[src/rtl/tmcs_pkg.sv]
// Shared types and constants for the texture mip chain size block.
package tmcs_pkg;

  localparam int unsigned TOTAL_W = 48;
  localparam int unsigned ACC_W   = TOTAL_W + 1;

  localparam logic [TOTAL_W-1:0] TOTAL_MAX = {TOTAL_W{1'b1}};
  // saturation marker: one above the largest total
  localparam logic [ACC_W-1:0]   ACC_SAT   = {1'b1, {TOTAL_W{1'b0}}};

  typedef struct packed {
    logic [15:0] base_width;
    logic [15:0] base_height;
    logic [15:0] base_depth;
    logic [15:0] slice_count;
    logic [4:0]  bytes_per_texel;
    logic [5:0]  level_count;
  } tmcs_in_t;

  typedef struct packed {
    logic [47:0] total_bytes;
    logic [4:0]  full_mip_count;
    logic        size_overflow;
  } tmcs_out_t;

  // which factor the shared multiplier takes
  typedef enum logic [1:0] {
    FAC_S = 2'd0,
    FAC_W = 2'd1,
    FAC_H = 2'd2,
    FAC_D = 2'd3
  } fac_t;

  typedef struct packed {
    logic       load;
    logic       mul_lo;
    logic       mul_hi;
    logic       comb;
    logic       accum;
    logic       out_load;
    fac_t       fac;
    logic [4:0] level;
  } tmcs_cmd_t;

  typedef struct packed {
    logic [5:0] n_levels;
  } tmcs_stat_t;

endpackage

[src/rtl/tmcs_datapath.sv]
// Datapath: input capture, level dimensions, shared multiplier, accumulator.
module tmcs_datapath #(
  parameter int MAX_LEVELS = 32
) (
  input  logic               clk,
  input  tmcs_pkg::tmcs_in_t  in_data,
  input  tmcs_pkg::tmcs_cmd_t cmd,
  output tmcs_pkg::tmcs_stat_t stat,
  output tmcs_pkg::tmcs_out_t out_data
);
  import tmcs_pkg::*;

  localparam logic [5:0] MaxLv = 6'(MAX_LEVELS);

  tmcs_in_t          in_r;
  logic [ACC_W-1:0]  acc_r;
  logic [47:0]       prod_r;
  logic [47:0]       lo_r;
  logic [20:0]       bs_r;
  logic [TOTAL_W-1:0] total_r;
  logic              over_r;
  tmcs_out_t         out_r;

  // ceil(base / 2^lvl)
  function automatic logic [15:0] level_dim(input logic [15:0] base, input logic [4:0] lvl);
    logic [15:0] q;
    logic [15:0] mask;
    logic        r;
    begin
      if (lvl[4]) begin
        level_dim = {15'b0, |base};
      end else begin
        q    = base >> lvl[3:0];
        mask = (16'h0001 << lvl[3:0]) - 16'h0001;
        r    = |(base & mask);
        level_dim = q + {15'b0, r};
      end
    end
  endfunction

  function automatic logic [4:0] chain_len(input logic [15:0] w, input logic [15:0] h,
                                           input logic [15:0] d);
    logic [15:0] m;
    logic [15:0] x;
    logic [4:0]  len;
    begin
      m = w;
      if (h > m) m = h;
      if (d > m) m = d;
      x   = m - 16'h0001;
      len = 5'd0;
      for (int k = 0; k < 16; k++) begin
        if (x[k]) len = 5'(k + 1);
      end
      chain_len = (m <= 16'h0001) ? 5'd1 : len + 5'd1;
    end
  endfunction

  logic [15:0] fac_val;
  logic [31:0] a_op;
  logic [47:0] prod;
  logic [79:0] full;
  logic        full_sat;
  logic [ACC_W-1:0] sum;

  always_comb begin
    case (cmd.fac)
      FAC_S:   fac_val = in_r.slice_count;
      FAC_W:   fac_val = level_dim(in_r.base_width, cmd.level);
      FAC_H:   fac_val = level_dim(in_r.base_height, cmd.level);
      FAC_D:   fac_val = level_dim(in_r.base_depth, cmd.level);
      default: fac_val = 16'h0000;
    endcase
  end

  assign a_op = cmd.mul_hi ? {15'b0, acc_r[ACC_W-1:32]} : acc_r[31:0];
  assign prod = {16'b0, a_op} * {32'b0, fac_val};

  // after the high pass prod_r holds the upper partial product
  assign full     = {prod_r, 32'b0} + {32'b0, lo_r};
  assign full_sat = |full[79:TOTAL_W];
  assign sum      = {1'b0, total_r} + acc_r;

  assign stat.n_levels = (in_r.level_count > MaxLv) ? MaxLv : in_r.level_count;

  always_ff @(posedge clk) begin
    if (cmd.load) begin
      in_r    <= in_data;
      acc_r   <= {{(ACC_W-5){1'b0}}, in_data.bytes_per_texel};
      total_r <= '0;
      over_r  <= 1'b0;
    end
    if (cmd.mul_lo || cmd.mul_hi) begin
      prod_r <= prod;
    end
    if (cmd.mul_hi) begin
      lo_r <= prod_r;
    end
    if (cmd.comb) begin
      acc_r <= full_sat ? ACC_SAT : full[ACC_W-1:0];
      if (cmd.fac == FAC_S) begin
        bs_r <= full[20:0];
      end
    end
    if (cmd.accum) begin
      if (acc_r[ACC_W-1] || sum[ACC_W-1]) begin
        over_r  <= 1'b1;
        total_r <= TOTAL_MAX;
      end else begin
        total_r <= sum[TOTAL_W-1:0];
      end
      // next level starts again from bytes * slices
      acc_r <= {{(ACC_W-21){1'b0}}, bs_r};
    end
    if (cmd.out_load) begin
      out_r.total_bytes    <= total_r;
      out_r.full_mip_count <= chain_len(in_r.base_width, in_r.base_height, in_r.base_depth);
      out_r.size_overflow  <= over_r;
    end
  end

  assign out_data = out_r;

endmodule

[src/rtl/tmcs_ctrl.sv]
// Controller: sequences the multiply passes per level and the output handshake.
module tmcs_ctrl (
  input  logic                 clk,
  input  logic                 rst_n,
  input  logic                 in_valid,
  output logic                 in_ready,
  output logic                 out_valid,
  input  logic                 out_ready,
  input  tmcs_pkg::tmcs_stat_t stat,
  output tmcs_pkg::tmcs_cmd_t  cmd
);
  import tmcs_pkg::*;

  typedef enum logic [2:0] {
    ST_IDLE,
    ST_LO,
    ST_HI,
    ST_COMB,
    ST_ACC,
    ST_FIN
  } state_t;

  state_t     state_r, state_nxt;
  fac_t       fac_r, fac_nxt;
  logic [5:0] lvl_r, lvl_nxt;
  logic       out_valid_r, out_valid_nxt;
  logic [5:0] lvl_inc;

  assign lvl_inc = lvl_r + 6'd1;

  always_comb begin
    state_nxt     = state_r;
    fac_nxt       = fac_r;
    lvl_nxt       = lvl_r;
    out_valid_nxt = out_valid_r;
    cmd           = '0;
    cmd.fac       = fac_r;
    cmd.level     = lvl_r[4:0];
    in_ready      = 1'b0;

    if (out_valid_r && out_ready) begin
      out_valid_nxt = 1'b0;
    end

    case (state_r)
      ST_IDLE: begin
        in_ready = 1'b1;
        if (in_valid) begin
          cmd.load  = 1'b1;
          fac_nxt   = FAC_S;
          lvl_nxt   = 6'd0;
          state_nxt = ST_LO;
        end
      end
      ST_LO: begin
        cmd.mul_lo = 1'b1;
        state_nxt  = ST_HI;
      end
      ST_HI: begin
        cmd.mul_hi = 1'b1;
        state_nxt  = ST_COMB;
      end
      ST_COMB: begin
        cmd.comb = 1'b1;
        case (fac_r)
          FAC_S: begin
            fac_nxt   = FAC_W;
            state_nxt = (stat.n_levels == 6'd0) ? ST_FIN : ST_LO;
          end
          FAC_W: begin
            fac_nxt   = FAC_H;
            state_nxt = ST_LO;
          end
          FAC_H: begin
            fac_nxt   = FAC_D;
            state_nxt = ST_LO;
          end
          default: state_nxt = ST_ACC;
        endcase
      end
      ST_ACC: begin
        cmd.accum = 1'b1;
        lvl_nxt   = lvl_inc;
        fac_nxt   = FAC_W;
        state_nxt = (lvl_inc == stat.n_levels) ? ST_FIN : ST_LO;
      end
      ST_FIN: begin
        // hand over once the output word is free or leaving
        if (!out_valid_r || out_ready) begin
          cmd.out_load  = 1'b1;
          out_valid_nxt = 1'b1;
          state_nxt     = ST_IDLE;
        end
      end
      default: state_nxt = ST_IDLE;
    endcase
  end

  always_ff @(posedge clk) begin
    if (!rst_n) begin
      state_r     <= ST_IDLE;
      fac_r       <= FAC_S;
      lvl_r       <= 6'd0;
      out_valid_r <= 1'b0;
    end else begin
      state_r     <= state_nxt;
      fac_r       <= fac_nxt;
      lvl_r       <= lvl_nxt;
      out_valid_r <= out_valid_nxt;
    end
  end

  assign out_valid = out_valid_r;

endmodule

[src/rtl/texture_mip_chain_size.sv]
// Top level of the texture mip chain size block.
// Usage:
//   One input word (base width/height/depth, slice count, bytes per texel,
//   level count) is taken on the in_ channel with valid/ready; one result
//   word (total bytes, full mip count, overflow flag) leaves on the out_
//   channel with valid/ready.
//   The level count is clamped to MAX_LEVELS. One 32x16 multiplier is
//   shared: each 49-bit by 16-bit product needs a low pass, a high pass and
//   a combine step, there are three products per level plus an accumulate
//   step, and bytes times slices is formed once up front. The controller
//   returns to idle after each result and takes no new word before the
//   last one is finished.
//   in_ready is high only while no word is in progress; the next word is
//   accepted while a finished result still waits in the output register.
//   If the receiver stalls, the result holds and the next computation waits
//   at its end until the output register frees up.
//   Reset (rst_n low, synchronous) drops out_valid and returns to idle.
module texture_mip_chain_size #(
  parameter int MAX_LEVELS = 32
) (
  input  logic                clk,
  input  logic                rst_n,
  input  logic                in_valid,
  output logic                in_ready,
  input  tmcs_pkg::tmcs_in_t  in_data,
  output logic                out_valid,
  input  logic                out_ready,
  output tmcs_pkg::tmcs_out_t out_data
);
  import tmcs_pkg::*;

  tmcs_cmd_t  cmd;
  tmcs_stat_t stat;

  tmcs_ctrl u_ctrl (
    .clk       (clk),
    .rst_n     (rst_n),
    .in_valid  (in_valid),
    .in_ready  (in_ready),
    .out_valid (out_valid),
    .out_ready (out_ready),
    .stat      (stat),
    .cmd       (cmd)
  );

  tmcs_datapath #(
    .MAX_LEVELS (MAX_LEVELS)
  ) u_dp (
    .clk      (clk),
    .in_data  (in_data),
    .cmd      (cmd),
    .stat     (stat),
    .out_data (out_data)
  );

endmodule
[config.mk]
export PLATFORM = sky130hd
export DESIGN_NAME = texture_mip_chain_size
export DESIGN_NICKNAME = d
export VERILOG_FILES = /design/src/rtl/tmcs_pkg.sv /design/src/rtl/tmcs_datapath.sv /design/src/rtl/tmcs_ctrl.sv /design/src/rtl/texture_mip_chain_size.sv
export SDC_FILE = /design/constraint.sdc
export NUM_CORES = 2
export LEC_CHECK = 0
export BUFFER_PORTS_ARGS = -buffer_cell sky130_fd_sc_hd__buf_2
export CAP_MARGIN = 20
export CORE_MARGIN = 2
export CORE_UTILIZATION = 50
export CTS_CLUSTER_SIZE = 40
export DETAILED_ROUTE_END_ITERATION = 8
export PLACE_DENSITY = 0.67
export SLEW_MARGIN = 20
export SYNTH_ARGS = -nofsm -noshare
export SYNTH_HDL_FRONTEND = slang
export SYNTH_HIERARCHICAL = 1
export SYNTH_SLANG_ARGS = --single-unit
[constraint.sdc]
create_clock -name clk -period 24.7 [get_ports clk]
set_input_delay 1.235 -clock clk [delete_from_list [all_inputs] [get_ports clk]]
set_output_delay 1.235 -clock clk [all_outputs]
set_load 0.1 [all_outputs]
==> impl_metrics.tcl <==
set metrics [dict create \
    viasPerCell 5.89 \
    synthCells 3912 \
    worstPathArrival_ns 12.36 \
    placed_area_um2 39800 \
    cts_tree "yes" \
    yosysTopAreaCell "edfxtp_1" \
    cp_max_fo 57 \
    yosysTopAreaCellShare_pct 24.3 \
    drive_gt1_share_pct 10.3 \
    end_kind "flip-flop" \
    io_pins 135 \
    critPathKind "reg2reg" \
    io_buffers 134 \
    cp_slowest_cell "a2111oi_0" \
    grt_pass1_vias 29595 \
    h-tree-depth 2 \
    grt_max_degree 116 \
    synth_area_um2 38300 \
    vias 29457 \
    critPathLaunchType "flip-flop" \
    max-slew-margin-rel_pct 19.6 \
    dr.first_iter.drc_count 2663 \
    track_usage_pct 27.2 \
    synth_edf_count 310 \
    p_leak_nw 18.0 \
    drc_errors 0 \
    post_drt_wl_per_cell_um 21.1 \
    report.final.setup_viol 0 \
    holdBufCountCts 0 \
    final_nets 4669 \
    yosysUniqueCellTypes 112 \
    cts_resized 0 \
    initial_core_util_pct 50.4 \
    finalSetupTns_ns 0 \
    syn_nets 4643 \
    cts_setup_buffers 0 \
    finalCriticalPeriod_ns 12.04 \
    die_x_um 281 \
    fin_area_um2 41100 \
    clock-sinks 351 \
    synthFlopType "edfxtp_1" \
    yosysWarnings 6 \
    finalCritPeriodShare_pct 48.7 \
    fmax_mhz 83.1 \
    cap_violations 0 \
    ant_nets 0 \
    hp-class "reg2reg" \
    num_rows 101 \
    clkTransAtPathRegs_ns 0.06 \
    first_pass_iters 7 \
    ir_drop_mv 0.270 \
    core_area_um2 75900 \
    worstSkewPairLatency_ns 0.59 \
    ys_ff_latch 351 \
    final.setup_skew_ns 0.0324 \
    syn_area_per_cell_um2 9.79 \
    fill_cells 6745 \
    gp_congestion 0.958 \
    synth_area_leaders "edfxtp_1 (24%), fa_1 (22%), ha_1 (7.6%)" \
    antenna_found_initial 2 \
    routed_wl_um 105000 \
    grt_pass1_wl_um 167000 \
    die_area_um2 78800 \
    rsz0062_at_grt "no" \
    critical_path.max_stage_delay_ns 1.01 \
    final_common_cell "inv_1" \
    area_growth_pct 7.33 \
    die_h_um 281 \
    layout_common_cells "inv_1 (522), nand2_1 (454), fa_1 (420), edfxtp_1 (310), nor2_1 (267)" \
    cts_buffers 38 \
    overflow 0 \
    async_flop_share_pct 0 \
    crit_top_cell "fa_1" \
    status "finished clean" \
    clk_root_buffer_cell "clkbuf_16" \
    clock_path_buffers 3 \
    finalHoldViolations 0 \
    required_ns 25.02 \
    powerDensity_nw_per_um2 124 \
    slew_viol_final 0 \
    worst_pin_slew_ns 1.17 \
    ys_seq_area_share_pct 26.4 \
    dp_hpwl_um 79400 \
]
-- layer usage --
layer  track usage (%)  vias up  share of wire, %
met1              37.4    14610                42
li1                  -    13407                 -
met2              44.1     1221                46
met4              9.80        0               3.8
met5                 0        -                 0
met3              3.75      219               7.6
-- power by group --
part | internal (mW) | total [mW] | switching [mW] | leakage (nW)
registers | 0.874 | 0.957 | 0.0824 | 3.26
clock network | 0.328 | 0.587 | 0.259 | 0.614
logic | 1.44 | 3.56 | 2.13 | 14.2
total | 2.64 | 5.10 | 2.47 | 18.0
-- area by class of cell --
| cell class | count | area (um2) | share of cell area (%) |
|---|---|---|---|
| multi-input cells | 2839 | 25400 | 61.8 |
| well taps | 1030 | 1290 | 3.13 |
| diodes | 1 | 2.50 | 0.00609 |
| inverters | 525 | 1970 | 4.79 |
| flip-flops and latches | 351 | 10100 | 24.7 |
| clock inverters | 24 | 265 | 0.645 |
| clock buffers | 45 | 997 | 2.43 |
| repair buffers | 183 | 1050 | 2.56 |
-- worst paths after layout --
check / startpoint / to / slack, ns / depth (start not counted)
setup / recovery: u_ctrl/lvl_r[3] / u_dp/prod_r[44] / 12.66 / 36
hold / removal: u_dp/over_r / u_dp/out_data[0] / 0.43 / 0
setup reg to reg: u_ctrl/lvl_r[3] / u_dp/prod_r[44] / 12.66 / 36
hold reg to reg: u_dp/over_r / u_dp/out_data[0] / 0.43 / 0
-- registers in the layout (all words and copies together) (netlist names) --
register / count
u_dp/in_r: 70
u_dp/out_data: 54
u_dp/acc_r: 49
u_dp/lo_r: 48
u_dp/prod_r: 48
u_dp/total_r: 48
u_dp/bs_r: 21
u_ctrl/lvl_r: 6
u_ctrl/state_r: 3
u_ctrl/fac_r: 2
u_ctrl/out_valid: 1
u_dp/over_r: 1
-- critical path: cells and delay by family, from the launching register on --
kind | cells | cell delay (ns)
and+or+nand+nor | 7 | 1.79
buffers and inverters | 4 | 1.44
AOI/OAI and AO/OA | 15 | 4.47
adders and majority gates | 8 | 3.52
DFF | 1 | 0.31
xor gates and xnor gates | 2 | 0.25
-- synth_stat cells (17+ instances only) --
cell type / instances
inv_1: 523
nand2_1: 454
fa_1: 420
edfxtp_1: 310
nor2_1: 268
ha_1: 232
a21oi_1: 154
clkbuf_1: 135
xnor2_1: 109
o21ai_0: 98
and2_1: 81
a21o_1: 72
o21a_1: 63
nand3_1: 57
nor3_1: 56
xor2_1: 55
nand2b_1: 54
mux2i_1: 47
a32o_1: 43
mux4_2: 42
dfxtp_1: 41
nor2b_1: 41
and3_1: 35
nand4_1: 33
a211oi_1: 27
mux2_2: 25
buf_2: 23
o21bai_1: 23
nor4_1: 18
a21boi_0: 17
-- cell families (layout without fill, tap and decap cells) --
kind of cell	Yosys count	count (layout)	synth area share (%)
buffers and inverters	722	777	7.60
AND/OR/NAND/NOR	1189	1189	14.8
XOR/XNOR	165	165	3.79
AO/OA/AOI/OAI	718	718	13.4
multiplexers	115	115	4.46
adder cells (fa/ha/maj)	652	652	29.5
flip-flops	351	351	26.4
other	0	1	0
-- stage by stage --
step	instances	hold slack (ns)	setup slack, ns	util (%)	total power [mW]
after floorplan	3912	0.408	13.27	-	3.53
after global placement	4928	0.415	13.15	52.5	4.46
after detailed placement	4928	0.419	13.04	52.5	4.42
after CTS	4997	0.435	13.01	54.1	5.09
after global routing	4997	0.454	11.81	54.1	5.56
final	4998	0.435	12.66	54.1	5.10
No activity file was read; power rests on OpenSTA's default activity.
